## src/tlv_stream_deframer_top_assert.svh

```systemverilog
// Assertion macros used by the deframer parser.
`ifndef TLV_STREAM_DEFRAMER_TOP_ASSERT_SVH
`define TLV_STREAM_DEFRAMER_TOP_ASSERT_SVH

`ifndef ASSERT_OFF

// Check a property on every clock edge outside reset.
`define TSD_ASSERT_RST(lbl, clk, rst_n, prop, msg) \
    lbl: assert property (@(posedge clk) disable iff (!rst_n) prop) else $error(msg);

// Check a property on every clock edge, reset included.
`define TSD_ASSERT_ALWAYS(lbl, clk, prop, msg) \
    lbl: assert property (@(posedge clk) prop) else $error(msg);

`else

`define TSD_ASSERT_RST(lbl, clk, rst_n, prop, msg)
`define TSD_ASSERT_ALWAYS(lbl, clk, prop, msg)

`endif

`endif

```

## src/tsd_pkg.sv

```systemverilog
// Types, codes and decode functions of the TLV stream deframer.
`default_nettype none

package tsd_pkg;

    // Configuration port geometry
    localparam int unsigned PADDR_W = 3;
    localparam int unsigned PDATA_W = 32;

    // Parser phase
    typedef enum logic [1:0] {
        PH_TAG     = 2'd0,
        PH_LEN_HI  = 2'd1,
        PH_LEN_LO  = 2'd2,
        PH_PAYLOAD = 2'd3
    } phase_t;

    // Item kind codes
    localparam logic [3:0] KIND_LIST_START = 4'd0;
    localparam logic [3:0] KIND_LIST_STOP  = 4'd1;
    localparam logic [3:0] KIND_STRING     = 4'd2;
    localparam logic [3:0] KIND_RAW        = 4'd3;
    localparam logic [3:0] KIND_U64        = 4'd4;
    localparam logic [3:0] KIND_U32        = 4'd5;
    localparam logic [3:0] KIND_U16        = 4'd6;
    localparam logic [3:0] KIND_U8         = 4'd7;
    localparam logic [3:0] KIND_ADDR       = 4'd8;

    // Tag byte values
    localparam logic [7:0] TAG_LIST_START = 8'h01;
    localparam logic [7:0] TAG_LIST_STOP  = 8'h02;
    localparam logic [7:0] TAG_STRING     = 8'h04;
    localparam logic [7:0] TAG_RAW        = 8'h05;
    localparam logic [7:0] TAG_U64        = 8'h06;
    localparam logic [7:0] TAG_U32        = 8'h07;
    localparam logic [7:0] TAG_U16        = 8'h08;
    localparam logic [7:0] TAG_U8         = 8'h09;
    localparam logic [7:0] TAG_ADDR       = 8'h0a;

    // Byte roles
    localparam logic [1:0] ROLE_TAG     = 2'd0;
    localparam logic [1:0] ROLE_LENGTH  = 2'd1;
    localparam logic [1:0] ROLE_PAYLOAD = 2'd2;

    // Error codes
    localparam logic [1:0] ERR_NONE     = 2'd0;
    localparam logic [1:0] ERR_BAD_TAG  = 2'd1;
    localparam logic [1:0] ERR_TOO_LONG = 2'd2;

    // Register indexes
    localparam logic REG_MAX_RAW_LENGTH = 1'b0;

    localparam logic [15:0] MAX_RAW_LENGTH_RST = 16'hffff;

    typedef struct packed {
        logic [7:0] in_byte;
    } in_item_t;

    typedef struct packed {
        logic [7:0]  data_byte;
        logic [1:0]  byte_role;
        logic [3:0]  item_kind;
        logic [15:0] payload_index;
        logic [15:0] item_length;
        logic        item_end;
        logic [63:0] int_value;
        logic [1:0]  error_code;
    } out_item_t;

    typedef struct packed {
        logic       known;
        logic [3:0] kind;
    } tag_dec_t;

    // Map a tag byte to its kind
    function automatic tag_dec_t decode_tag(input logic [7:0] tag);
        tag_dec_t d;
        d.known = 1'b1;
        case (tag)
            TAG_LIST_START: d.kind = KIND_LIST_START;
            TAG_LIST_STOP:  d.kind = KIND_LIST_STOP;
            TAG_STRING:     d.kind = KIND_STRING;
            TAG_RAW:        d.kind = KIND_RAW;
            TAG_U64:        d.kind = KIND_U64;
            TAG_U32:        d.kind = KIND_U32;
            TAG_U16:        d.kind = KIND_U16;
            TAG_U8:         d.kind = KIND_U8;
            TAG_ADDR:       d.kind = KIND_ADDR;
            default:
            begin
                d.known = 1'b0;
                d.kind  = KIND_LIST_START;
            end
        endcase
        return d;
    endfunction

    // Payload length of the fixed-size kinds
    function automatic logic [15:0] fixed_length(input logic [3:0] kind);
        logic [15:0] len;
        case (kind)
            KIND_U64:  len = 16'd8;
            KIND_U32:  len = 16'd4;
            KIND_U16:  len = 16'd2;
            KIND_U8:   len = 16'd1;
            KIND_ADDR: len = 16'd16;
            default:   len = 16'd0;
        endcase
        return len;
    endfunction

endpackage

`default_nettype wire

```

## src/tsd_stream_if.sv

```systemverilog
// Valid/ready stream channel carrying one payload item per transaction.
`default_nettype none

interface tsd_stream_if #(
    parameter type item_t = logic
);
    logic  valid;
    logic  ready;
    item_t data;

    modport source (output valid, output data, input ready);
    modport sink   (input valid, input data, output ready);
endinterface

`default_nettype wire

```

## src/tsd_cfg.sv

```systemverilog
// APB-style configuration register block for the deframer.
`default_nettype none

module tsd_cfg (
    input  wire logic                         clk,
    input  wire logic                         rst_n,
    input  wire logic                         psel,
    input  wire logic                         penable,
    input  wire logic                         pwrite,
    input  wire logic [tsd_pkg::PADDR_W-1:0]  paddr,
    input  wire logic [tsd_pkg::PDATA_W-1:0]  pwdata,
    output logic      [tsd_pkg::PDATA_W-1:0]  prdata,
    output logic                              pready,
    output logic      [15:0]                  max_raw_length
);

    logic [15:0] max_len_reg;
    logic [15:0] max_len_next;
    logic        wr_hit;

    // Decode a write to the length limit register
    assign wr_hit = psel && penable && pwrite
                    && (paddr[tsd_pkg::PADDR_W-1] == tsd_pkg::REG_MAX_RAW_LENGTH);

    assign max_len_next = wr_hit ? pwdata[15:0] : max_len_reg;

    always_ff @(posedge clk or negedge rst_n)
    begin
        if (!rst_n)
        begin
            max_len_reg <= tsd_pkg::MAX_RAW_LENGTH_RST;
        end
        else
        begin
            max_len_reg <= max_len_next;
        end
    end

    // Return the register on reads, zero elsewhere
    always_comb
    begin
        if (paddr[tsd_pkg::PADDR_W-1] == tsd_pkg::REG_MAX_RAW_LENGTH)
        begin
            prdata = {{(tsd_pkg::PDATA_W-16){1'b0}}, max_len_reg};
        end
        else
        begin
            prdata = '0;
        end
    end

    assign pready         = 1'b1;
    assign max_raw_length = max_len_reg;

endmodule

`default_nettype wire

```

## src/tsd_parser.sv

```systemverilog
// Per-byte parse state and result decode of the TLV stream.
`default_nettype none

`include "tlv_stream_deframer_top_assert.svh"

module tsd_parser (
    input  wire logic                clk,
    input  wire logic                rst_n,
    input  wire logic                accept,
    input  wire logic [7:0]          in_byte,
    input  wire logic [15:0]         max_raw_length,
    output tsd_pkg::out_item_t       result
);

    tsd_pkg::phase_t phase_reg;
    tsd_pkg::phase_t phase_next;
    logic [3:0]      kind_reg;
    logic [3:0]      kind_next;
    logic [7:0]      len_hi_reg;
    logic [7:0]      len_hi_next;
    logic [15:0]     remain_reg;
    logic [15:0]     remain_next;
    logic [15:0]     offset_reg;
    logic [15:0]     offset_next;
    logic [15:0]     length_reg;
    logic [15:0]     length_next;
    logic [63:0]     acc_reg;
    logic [63:0]     acc_next;
    logic            too_long_reg;
    logic            too_long_next;

    tsd_pkg::tag_dec_t tag_dec;
    logic [15:0]     fix_len;
    logic [15:0]     lo_len;
    logic            lo_too_long;
    logic [15:0]     remain_dec;
    logic [63:0]     acc_shift;
    logic            is_int_kind;
    logic            list_kind;
    logic            var_kind;

    // Shared decode terms
    assign tag_dec     = tsd_pkg::decode_tag(in_byte);
    assign fix_len     = tsd_pkg::fixed_length(tag_dec.kind);
    assign lo_len      = {len_hi_reg, in_byte};
    assign lo_too_long = (kind_reg == tsd_pkg::KIND_RAW) && (lo_len > max_raw_length);
    assign remain_dec  = (remain_reg == 16'd0) ? 16'd0 : remain_reg - 16'd1;
    assign acc_shift   = {acc_reg[55:0], in_byte};
    assign is_int_kind = (kind_reg >= tsd_pkg::KIND_U64) && (kind_reg <= tsd_pkg::KIND_U8);
    assign list_kind   = (tag_dec.kind == tsd_pkg::KIND_LIST_START)
                         || (tag_dec.kind == tsd_pkg::KIND_LIST_STOP);
    assign var_kind    = (tag_dec.kind == tsd_pkg::KIND_STRING)
                         || (tag_dec.kind == tsd_pkg::KIND_RAW);

    // Next phase
    always_comb
    begin
        phase_next = phase_reg;
        case (phase_reg)
            tsd_pkg::PH_TAG:
            begin
                if (tag_dec.known && var_kind)
                begin
                    phase_next = tsd_pkg::PH_LEN_HI;
                end
                else if (tag_dec.known && !list_kind)
                begin
                    phase_next = tsd_pkg::PH_PAYLOAD;
                end
            end
            tsd_pkg::PH_LEN_HI:
            begin
                phase_next = tsd_pkg::PH_LEN_LO;
            end
            tsd_pkg::PH_LEN_LO:
            begin
                phase_next = (lo_len == 16'd0) ? tsd_pkg::PH_TAG : tsd_pkg::PH_PAYLOAD;
            end
            tsd_pkg::PH_PAYLOAD:
            begin
                if (remain_dec == 16'd0)
                begin
                    phase_next = tsd_pkg::PH_TAG;
                end
            end
            default:
            begin
                phase_next = tsd_pkg::PH_TAG;
            end
        endcase
    end

    // Datapath updates and result fields
    always_comb
    begin
        kind_next     = kind_reg;
        len_hi_next   = len_hi_reg;
        remain_next   = remain_reg;
        offset_next   = offset_reg;
        length_next   = length_reg;
        acc_next      = acc_reg;
        too_long_next = too_long_reg;

        result               = '0;
        result.data_byte     = in_byte;

        case (phase_reg)
            tsd_pkg::PH_TAG:
            begin
                result.byte_role = tsd_pkg::ROLE_TAG;
                if (!tag_dec.known)
                begin
                    result.error_code = tsd_pkg::ERR_BAD_TAG;
                    result.item_end   = 1'b1;
                end
                else
                begin
                    kind_next        = tag_dec.kind;
                    result.item_kind = tag_dec.kind;
                    too_long_next    = 1'b0;
                    acc_next         = '0;
                    offset_next      = '0;
                    if (list_kind)
                    begin
                        length_next     = '0;
                        result.item_end = 1'b1;
                    end
                    else if (var_kind)
                    begin
                        length_next = '0;
                    end
                    else
                    begin
                        length_next        = fix_len;
                        remain_next        = fix_len;
                        result.item_length = fix_len;
                    end
                end
            end
            tsd_pkg::PH_LEN_HI:
            begin
                result.byte_role = tsd_pkg::ROLE_LENGTH;
                result.item_kind = kind_reg;
                len_hi_next      = in_byte;
            end
            tsd_pkg::PH_LEN_LO:
            begin
                result.byte_role   = tsd_pkg::ROLE_LENGTH;
                result.item_kind   = kind_reg;
                length_next        = lo_len;
                result.item_length = lo_len;
                too_long_next      = lo_too_long;
                if (lo_too_long)
                begin
                    result.error_code = tsd_pkg::ERR_TOO_LONG;
                end
                if (lo_len == 16'd0)
                begin
                    result.item_end = 1'b1;
                    too_long_next   = 1'b0;
                end
                else
                begin
                    remain_next = lo_len;
                    offset_next = '0;
                end
            end
            tsd_pkg::PH_PAYLOAD:
            begin
                result.byte_role     = tsd_pkg::ROLE_PAYLOAD;
                result.item_kind     = kind_reg;
                result.payload_index = offset_reg;
                result.item_length   = length_reg;
                if (too_long_reg)
                begin
                    result.error_code = tsd_pkg::ERR_TOO_LONG;
                end
                acc_next    = acc_shift;
                offset_next = offset_reg + 16'd1;
                remain_next = remain_dec;
                if (remain_dec == 16'd0)
                begin
                    result.item_end = 1'b1;
                    too_long_next   = 1'b0;
                    if (is_int_kind)
                    begin
                        result.int_value = acc_shift;
                    end
                end
            end
            default:
            begin
                result.byte_role = tsd_pkg::ROLE_TAG;
            end
        endcase
    end

    // Advance parse state on each accepted byte
    always_ff @(posedge clk or negedge rst_n)
    begin
        if (!rst_n)
        begin
            phase_reg    <= tsd_pkg::PH_TAG;
            kind_reg     <= '0;
            len_hi_reg   <= '0;
            remain_reg   <= '0;
            offset_reg   <= '0;
            length_reg   <= '0;
            acc_reg      <= '0;
            too_long_reg <= 1'b0;
        end
        else if (accept)
        begin
            phase_reg    <= phase_next;
            kind_reg     <= kind_next;
            len_hi_reg   <= len_hi_next;
            remain_reg   <= remain_next;
            offset_reg   <= offset_next;
            length_reg   <= length_next;
            acc_reg      <= acc_next;
            too_long_reg <= too_long_next;
        end
    end

    // A high length byte is always followed by the low one
    `TSD_ASSERT_RST(a_len_order, clk, rst_n,
        accept && (phase_reg == tsd_pkg::PH_LEN_HI) |=> (phase_reg == tsd_pkg::PH_LEN_LO),
        "low length byte did not follow high length byte")

    // Payload offset and remaining count always add up to the item length
    `TSD_ASSERT_RST(a_offset_sum, clk, rst_n,
        (phase_reg == tsd_pkg::PH_PAYLOAD) |-> (offset_reg + remain_reg == length_reg),
        "payload offset and remaining count disagree with item length")

    // Too-long errors belong to raw items only
    `TSD_ASSERT_RST(a_too_long_raw, clk, rst_n,
        too_long_reg |-> (kind_reg == tsd_pkg::KIND_RAW),
        "too-long flag set on a non-raw item")

    // Item end on a payload byte returns the parser to the tag phase
    `TSD_ASSERT_RST(a_end_to_tag, clk, rst_n,
        accept && result.item_end && (phase_reg == tsd_pkg::PH_PAYLOAD)
            |=> (phase_reg == tsd_pkg::PH_TAG),
        "parser did not return to tag after item end")

endmodule

`default_nettype wire

```

## src/tsd_out_reg.sv

```systemverilog
// Result register between the parser and the output channel.
`default_nettype none

module tsd_out_reg (
    input  wire logic                clk,
    input  wire logic                rst_n,
    input  wire logic                load,
    input  wire tsd_pkg::out_item_t  result,
    output logic                     can_load,
    tsd_stream_if.source             sink_ch
);

    logic               valid_reg;
    logic               valid_next;
    tsd_pkg::out_item_t data_reg;

    // Take a new result when empty or when the held one leaves this cycle
    assign can_load   = !valid_reg || sink_ch.ready;
    assign valid_next = load || (valid_reg && !sink_ch.ready);

    always_ff @(posedge clk or negedge rst_n)
    begin
        if (!rst_n)
        begin
            valid_reg <= 1'b0;
        end
        else
        begin
            valid_reg <= valid_next;
        end
    end

    // Hold payload until replaced
    always_ff @(posedge clk)
    begin
        if (load)
        begin
            data_reg <= result;
        end
    end

    assign sink_ch.valid = valid_reg;
    assign sink_ch.data  = data_reg;

endmodule

`default_nettype wire

```

## src/tlv_stream_deframer_top.sv

```systemverilog
// Top level of the TLV stream deframer.
//
// Usage:
//   stream carries one byte of a tagged stream per transaction; result carries
//   one decoded record per byte: role, kind, payload index, item length, item
//   end, assembled integer value and error code.
//   The APB-style port holds max_raw_length at byte address 0 (reset 65535);
//   write it only while no byte is in flight.
// Timing:
//   A byte accepted at a clock edge appears on result in the next cycle. One
//   byte is accepted every cycle unless result stalls; the rate is set by the
//   single result register fed from the parse state update.
// Reset:
//   rst_n clears the parse state to "expecting tag", empties the result
//   register and restores the length limit.
// Stall:
//   While result is stalled with a record held, stream.ready drops; it rises
//   again in the cycle the held record is taken, so no cycle is lost.
`default_nettype none

module tlv_stream_deframer_top (
    input  wire logic                         clk,
    input  wire logic                         rst_n,
    tsd_stream_if.sink                        stream,
    tsd_stream_if.source                      result,
    input  wire logic                         psel,
    input  wire logic                         penable,
    input  wire logic                         pwrite,
    input  wire logic [tsd_pkg::PADDR_W-1:0]  paddr,
    input  wire logic [tsd_pkg::PDATA_W-1:0]  pwdata,
    output logic      [tsd_pkg::PDATA_W-1:0]  prdata,
    output logic                              pready
);

    logic               can_load;
    logic               accept;
    logic [15:0]        max_raw_length;
    tsd_pkg::out_item_t parsed;

    // Accept a byte whenever the result register can take its record
    assign stream.ready = can_load;
    assign accept       = stream.valid && can_load;

    tsd_cfg u_cfg (
        .clk            (clk),
        .rst_n          (rst_n),
        .psel           (psel),
        .penable        (penable),
        .pwrite         (pwrite),
        .paddr          (paddr),
        .pwdata         (pwdata),
        .prdata         (prdata),
        .pready         (pready),
        .max_raw_length (max_raw_length)
    );

    tsd_parser u_parser (
        .clk            (clk),
        .rst_n          (rst_n),
        .accept         (accept),
        .in_byte        (stream.data.in_byte),
        .max_raw_length (max_raw_length),
        .result         (parsed)
    );

    tsd_out_reg u_out_reg (
        .clk      (clk),
        .rst_n    (rst_n),
        .load     (accept),
        .result   (parsed),
        .can_load (can_load),
        .sink_ch  (result)
    );

endmodule

`default_nettype wire

```

## src/flat_wrapper.sv

```systemverilog
// flat-port wrapper written by rule: the top's interface ports become plain ports
module tlv_stream_deframer_top_flat 
  (clk, rst_n, psel, penable, pwrite, paddr, pwdata, prdata, pready, stream_valid, stream_data, stream_ready, result_valid, result_data, result_ready);
  tsd_stream_if #(.item_t(tsd_pkg::in_item_t)) stream_i ();
  tsd_stream_if #(.item_t(tsd_pkg::out_item_t)) result_i ();
  input  wire logic clk;
  input  wire logic rst_n;
  input  wire logic psel;
  input  wire logic penable;
  input  wire logic pwrite;
  input  wire logic [tsd_pkg::PADDR_W-1:0] paddr;
  input  wire logic [tsd_pkg::PDATA_W-1:0] pwdata;
  output logic      [tsd_pkg::PDATA_W-1:0] prdata;
  output logic pready;
  input wire logic [$bits(stream_i.valid)-1:0] stream_valid;
  input wire logic [$bits(stream_i.data)-1:0] stream_data;
  output wire logic [$bits(stream_i.ready)-1:0] stream_ready;
  output wire logic [$bits(result_i.valid)-1:0] result_valid;
  output wire logic [$bits(result_i.data)-1:0] result_data;
  input wire logic [$bits(result_i.ready)-1:0] result_ready;
  assign stream_i.valid = stream_valid;
  assign stream_i.data = stream_data;
  assign stream_ready = stream_i.ready;
  assign result_valid = result_i.valid;
  assign result_data = result_i.data;
  assign result_i.ready = result_ready;
  tlv_stream_deframer_top u_core (.clk(clk), .rst_n(rst_n), .stream(stream_i), .result(result_i), .psel(psel), .penable(penable), .pwrite(pwrite), .paddr(paddr), .pwdata(pwdata), .prdata(prdata), .pready(pready));
endmodule
```

## config.mk

```make
export PLATFORM = sky130hd
export DESIGN_NAME = tlv_stream_deframer_top_flat
export DESIGN_NICKNAME = d
export VERILOG_FILES = /design/src/tsd_pkg.sv /design/src/tsd_stream_if.sv /design/src/tsd_cfg.sv /design/src/tsd_parser.sv /design/src/tsd_out_reg.sv /design/src/tlv_stream_deframer_top.sv /design/src/flat_wrapper.sv
export VERILOG_INCLUDE_DIRS = /design/src /design/src/src
export SDC_FILE = /design/constraint.sdc
export NUM_CORES = 1
export LEC_CHECK = 0
export BUFFER_PORTS_ARGS = -buffer_cell sky130_fd_sc_hd__buf_2
export CAP_MARGIN = 40
export CORE_MARGIN = 2
export CORE_UTILIZATION = 40
export DETAILED_ROUTE_END_ITERATION = 16
export GPL_TIMING_DRIVEN = 0
export PLACE_DENSITY = 0.7
export SLEW_MARGIN = 25
export SYNTH_ARGS = -nofsm -noshare
export SYNTH_HDL_FRONTEND = slang
export SYNTH_SLANG_ARGS = --single-unit
```

## constraint.sdc

```tcl
create_clock -name clk -period 13.9 [get_ports clk]
set_input_delay 2.78 -clock clk [delete_from_list [all_inputs] [get_ports clk]]
set_output_delay 2.78 -clock clk [all_outputs]
set_load 0.05 [all_outputs]
```

# Word level (Yosys, flattened, before mapping)
# Index checks and enable logic that the tools add are counted.
# totals
register_bits	249
inputBits	50
out_inout_bits	148
wordCells	127
# op_classes
n_addsub	2
magnitude_cmp	3
n_eq_ne	27
n_mux	41
bitwise_logic	1
n_reduce_logical	35
# op_table
op	n
$mux W16	12
$pmux W56 S2	1
$pmux W16 S3	2
$mux W65	1
$mux W64	1
$mux W56	1
$pmux W17 S3	1
$logic_not A16 Y1	3
$eq A8 B3 Y1 const B	4
$pmux W16 S2	1
$pmux W4 S8	1
$pmux W5 S5	1
$eq A8 B4 Y1 const B	3
$pmux W6 S3	1
$add A16 B1 Y16 const B	1
$eq A4 B3 Y1 const B	4
$gt A16 B16 Y1	1
$sub A16 B1 Y16 const B	1
$reduce_and A3 Y1	5
$eq A4 B2 Y1 const B	3
$mux W2	6
$ne A2 B2 Y1 const B	5
$logic_and A1 B1 Y1	9
$reduce_or A9 Y1	1
25 further kinds	40

# Depth between registers and ports, before layout
# logic_depth
depth_word	9
depth_mapped	11
depth_no_buf	8

# Modules after synthesis
# Synthesis repeated with hierarchy kept, for this count alone.
# hier_totals
hier_cells	932
hier_area_um2	11210.8
# modules_own_cells
module	instances	cells_per_inst	area_per_inst_um2	seq_area_each_um2
tsd_parser	1	745	6844.1	2977.9
tsd_out_reg	1	116	3440.8	3418.3
tsd_cfg	1	70	919.6	420.4
tlv_stream_deframer_top	1	1	6.3	0.0

# Least setup slack after synthesis
# OpenSTA, ideal clock, no wires.
# synth_timing
path_type	in2reg
start	in result_ready
end	reg u_core.u_parser.len_hi_reg[2]
setup_ns	0.128
t_arrival_ns	8.727
required_ns	13.772
path_slack_ns	5.044
cell_stages	4
cell_sequence	nand2b_1 > and2_0 > nand2_1 > mux2_2
# synth_between
elab_chain_len	3
# synth_rtl
item	line_no	source
start: declaration	flat_wrapper.sv:20	input wire logic [$bits(result_i.ready)-1:0] result_ready;
$logic_or A1 B1 Y1	tsd_out_reg.sv:18	assign can_load = !valid_reg || sink_ch.ready;
$logic_and A1 B1 Y1	tlv_stream_deframer_top.sv:42	assign accept = stream.valid && can_load;
named net u_core.accept	tlv_stream_deframer_top.sv:36	logic accept;
$reduce_and A2 Y1 (no line)	n/a	
end signal: assignment	tsd_parser.sv:216	len_hi_reg <= len_hi_next;
end: declaration	tsd_parser.sv:19	logic [7:0] len_hi_reg;
# The timed path passes the listed nets, and every way through them passes these cells.
# A chain may end at the register's enable or synchronous reset.

# Worst setup path in the final report
# layout_timing
start	in paddr[2] in the netlist's numbering
end	out prdata[10] in the netlist's numbering
# layout_between
elab_chain_len	1
# layout_rtl
item	line_no	source
start: declaration	flat_wrapper.sv:11	input wire logic [tsd_pkg::PADDR_W-1:0] paddr;
$mux W16	tsd_cfg.sv:42	if (paddr[tsd_pkg::PADDR_W-1] == tsd_pkg::REG_MAX_RAW_LENGTH)
end: declaration	flat_wrapper.sv:13	output logic [tsd_pkg::PDATA_W-1:0] prdata;
# Every way passes these cells.

==> impl_metrics.env <==
export IMPL_max_freq_ghz=0.155
export IMPL_area_growth_pct=19.7
export IMPL_fraction_of_the_mapped_netlist_area_in_adder_cells=0.0245
export IMPL_insertion_delay_ns=0.53
export IMPL_place_congestion=0.934
export IMPL_synthMuxAreaShare=0.0295
export IMPL_worstHoldStart="u_core.u_parser.acc_reg[39]$_DFFE_PN0P_"
export IMPL_via_per_inst=5.42
export IMPL_yosys_warnings=0
export IMPL_cts_hold_repair_buffers=0
export IMPL_largest_register_ffs=113
export IMPL_setup_viol=0
export IMPL_synth_top_flop_cell="dfrtp_1"
export IMPL_finalWorstPathRequiredPeriod_ns=6.46
export IMPL_timing_slew_headroom=0.496
export IMPL_setup_worst_path_start_class="input pin"
export IMPL_critical_path_arrival_ns=3.68
export IMPL_placement_cell_area_mm2=0.0132
export IMPL_num_rows=62
export IMPL_seq_power_share=0.404
export IMPL_critPathCaptureType="primary output"
export IMPL_max_cap_viol_count=0
export IMPL_dp_hpwl_um=22300
export IMPL_detail_route_antenna_nets=0
export IMPL_min_delay_path_class="flip-flop to flip-flop"
export IMPL_dr_pass1_iters=5
export IMPL_net_switching_power_uw=1030
export IMPL_inserted_clock_buffers=27
export IMPL_timing_setup_tns_ns=0
export IMPL_synth_ff_latch_count=249
export IMPL_detailedRoute_firstIterationViolations=835
export IMPL_run_status="finished clean"
export IMPL_irDropWorstVdd_uv=117
export IMPL_synth_largest_area_cell="edfxtp_1"
export IMPL_final_period_utilization=0.465
export IMPL_nets=1382
export IMPL_pwr_share_clk=0.264
export IMPL_filler_cell_count=2668
export IMPL_die_outline_area_mm2=0.0307
export IMPL_placement_io_buffers=161
export IMPL_reg_clk_slew_reported_paths_ns=0.06
export IMPL_post_synth_top_area_fraction=0.289
export IMPL_post_synth_edffs=113
export IMPL_synth_compound_area_share=0.0999
export IMPL_post_cts_setup_buffers=0
export IMPL_timing_clock_skew_ns=0.00762
export IMPL_grt_pass1_vias=8914
export IMPL_crit_reg2reg_launch="u_core.u_parser.remain_reg[0]$_DFFE_PN0P_"
export IMPL_diodes=0
export IMPL_finalInstanceArea_mm2=0.0140
export IMPL_clock_tree_root_cell="clkbuf_16"
export IMPL_timing_critical_path_fanout_max=10
export IMPL_tightest_slew_ns=0.756
export IMPL_switching_share=0.385
export IMPL_chipHeight_um=175
export IMPL_synth_simple_gate_area_share=0.215
export IMPL_synth_top_family_by_area="simple AND/OR/NAND/NOR gates"
export IMPL_post_synth_instance_area_mm2=0.0117
export IMPL_routed_wire_length_per_instance_um=18.3
export IMPL_initial_core_utilization=0.408
export IMPL_max_slew_vio_count=0
export IMPL_sequential_cell_area_mm2=0.00682
export IMPL_tritoncts="built"
export IMPL_powerDensity_mw_per_mm2=190
export IMPL_power_report_internal_total_uw=1640
export IMPL_clock_path_buffers=3
export IMPL_critical_path_class="input pin to primary output"
export IMPL_leading_cell_types_by_total_area_after_synthesis="edfxtp_1, dfrtp_1, nand2_1"
export IMPL_grt_antenna_before_repair=1
export IMPL_synthXorXnorAreaFrac=0.00149
export IMPL_worstSetupStartpoint="paddr[2]"
export IMPL_grt_max_degree=86
export IMPL_global_route_wire_length_before_repair_um=48900
export IMPL_grt_total_usage=0.201
export IMPL_post_synthesis_area_per_instance_um2=10.7
export IMPL_post_route_drc_count=0
export IMPL_library_cells_used_by_synthesis=70
export IMPL_grt_overflow_total=0
export IMPL_syn_inst=1100
export IMPL_htree_levels=1
export IMPL_io_pins=198
export IMPL_worst_path_required_ns=11.12
export IMPL_rsz0062_at_grt="no"
export IMPL_timing_hold_violations_final=0
export IMPL_die_width_um=175
export IMPL_async_flop_share=0.546
export IMPL_combPwrFrac=0.333
export IMPL_leakage_uw=0.00603
export IMPL_footprint_of_the_multi_input_gates_mm2=0.00442
export IMPL_routed_via_count=9295
export IMPL_seq_total_area_yosys=0.581
export IMPL_placeableCoreArea_mm2=0.0288
export IMPL_post_cts_resized_instances=0
export IMPL_ratio_of_cells_with_drive_above_1_in_the_final_layout=0.222
export IMPL_tritoncts_num_sinks=249
export IMPL_routed_wirelength_um=31300
==> power by group through the flow <==
stage	Clock (uW)	Sequential [uW]	Combinational (uW)
floorplan	0	1130	561
global placement	0	1090	858
detailed placement	0	1090	883
CTS	721	1070	886
global route	751	1100	976
finish	704	1080	888
==> Yosys cell counts, types with 4 or more instances <==
cell	number
a211oi_1	5
a21oi_1	28
a22o_1	26
a31oi_1	10
and2_1	16
and3_1	6
buf_1	7
buf_2	11
buf_4	17
clkbuf_1	60
dfrtp_1	120
dfstp_2	16
edfxtp_1	113
ha_1	23
inv_1	29
mux2_2	25
mux2i_1	5
nand2_1	205
nand2b_1	10
nand3_1	72
nand4_1	9
nor2_1	57
nor2b_1	5
nor3_1	9
nor4_1	13
nor4b_1	60
o211ai_1	4
o21ai_0	63
o22ai_1	5
o31ai_1	4
o41ai_1	4
or3_1	8
==> path summary, 6_finish.rpt <==
check                      slack (ns)                                         endpoint  cells past startpoint
setup / recovery                 7.44                                       prdata[10]                      4
hold reg to reg                  0.49          u_core.u_parser.acc_reg[47]$_DFFE_PN0P_                      2
hold / removal                   0.49          u_core.u_parser.acc_reg[47]$_DFFE_PN0P_                      2
min in group asynchronous        2.25        u_core.u_parser.remain_reg[7]$_DFFE_PN0P_                      1
setup reg to reg                10.28  u_core.u_out_reg.sink_ch.data[12]$_SDFFCE_PN0P_                     11
max in group asynchronous       10.93          u_core.u_parser.kind_reg[2]$_DFFE_PN0P_                      2
==> layout make-up <==
| class | count | area share |
|---|---|---|
| Tap cell | 384 | 0.0342 |
| Multi-Input combinational cell | 739 | 0.314 |
| Clock buffer | 36 | 0.0526 |
| Buffer | 97 | 0.0321 |
| Inverter | 30 | 0.00802 |
| Sequential cell | 249 | 0.485 |
| Clock inverter | 14 | 0.00971 |
| Timing Repair Buffer | 165 | 0.0638 |
==> critical path: stages <==
cell      delay, ns
clkbuf_1       0.24
clkbuf_1       0.34
nor2_1         0.09
buf_2          0.22
==> placed cells by master, fill, tap and decap left out, types with 7 or more instances in the layout <==
cell / instances
o21ai_0: 63
clkbuf_16: 27
a22o_1: 26
nand2b_1: 10
buf_4: 17
nand3_1: 72
and2_1: 16
nor4_1: 13
a31oi_1: 10
mux2_2: 25
dfrtp_1: 120
ha_1: 23
nor2_1: 57
inv_1: 29
or3_1: 8
nor3_1: 9
edfxtp_1: 113
buf_1: 7
nor4b_1: 60
a21oi_1: 28
nand2_1: 205
nand4_1: 9
clkbuf_1: 66
dfstp_2: 16
buf_2: 172
conb_1: 17
==> layer usage <==
metal	vias up	track usage	share of wire
met5	-	0	0.00051
met2	373	0.310	0.45
li1	4380	-	-
met4	2	0.0806	0.037
met3	74	0.0424	0.078
met1	4466	0.278	0.44
==> stage by stage <==
step | total power, uW | util | worst slack [ns] | std cells | hold slack, ns
after floorplan | 1700 | - | 5.04 | 1115 | 0.452
after global routing | 2820 | 0.488 | 7.28 | 1714 | 0.527
after global placement | 1940 | 0.454 | 2.99 | 1660 | 0.470
final | 2670 | 0.488 | 7.44 | 1714 | 0.486
after detailed placement | 1970 | 0.458 | 7.41 | 1664 | 0.480
after CTS | 2680 | 0.488 | 7.42 | 1714 | 0.494
==> kinds of logic (layout without fill, tap and decap cells) <==
| group | Yosys count | count (layout) |
|---|---|---|
| flip-flops | 249 | 249 |
| other | 2 | 17 |
| multiplexers | 31 | 31 |
| AO/OA/AOI/OAI | 178 | 178 |
| adder cells (fa/ha/maj) | 23 | 23 |
| buffers and inverters | 127 | 342 |
| XOR/XNOR | 2 | 2 |
| AND/OR/NAND/NOR | 488 | 488 |
Power figures use the tool's default switching activity.
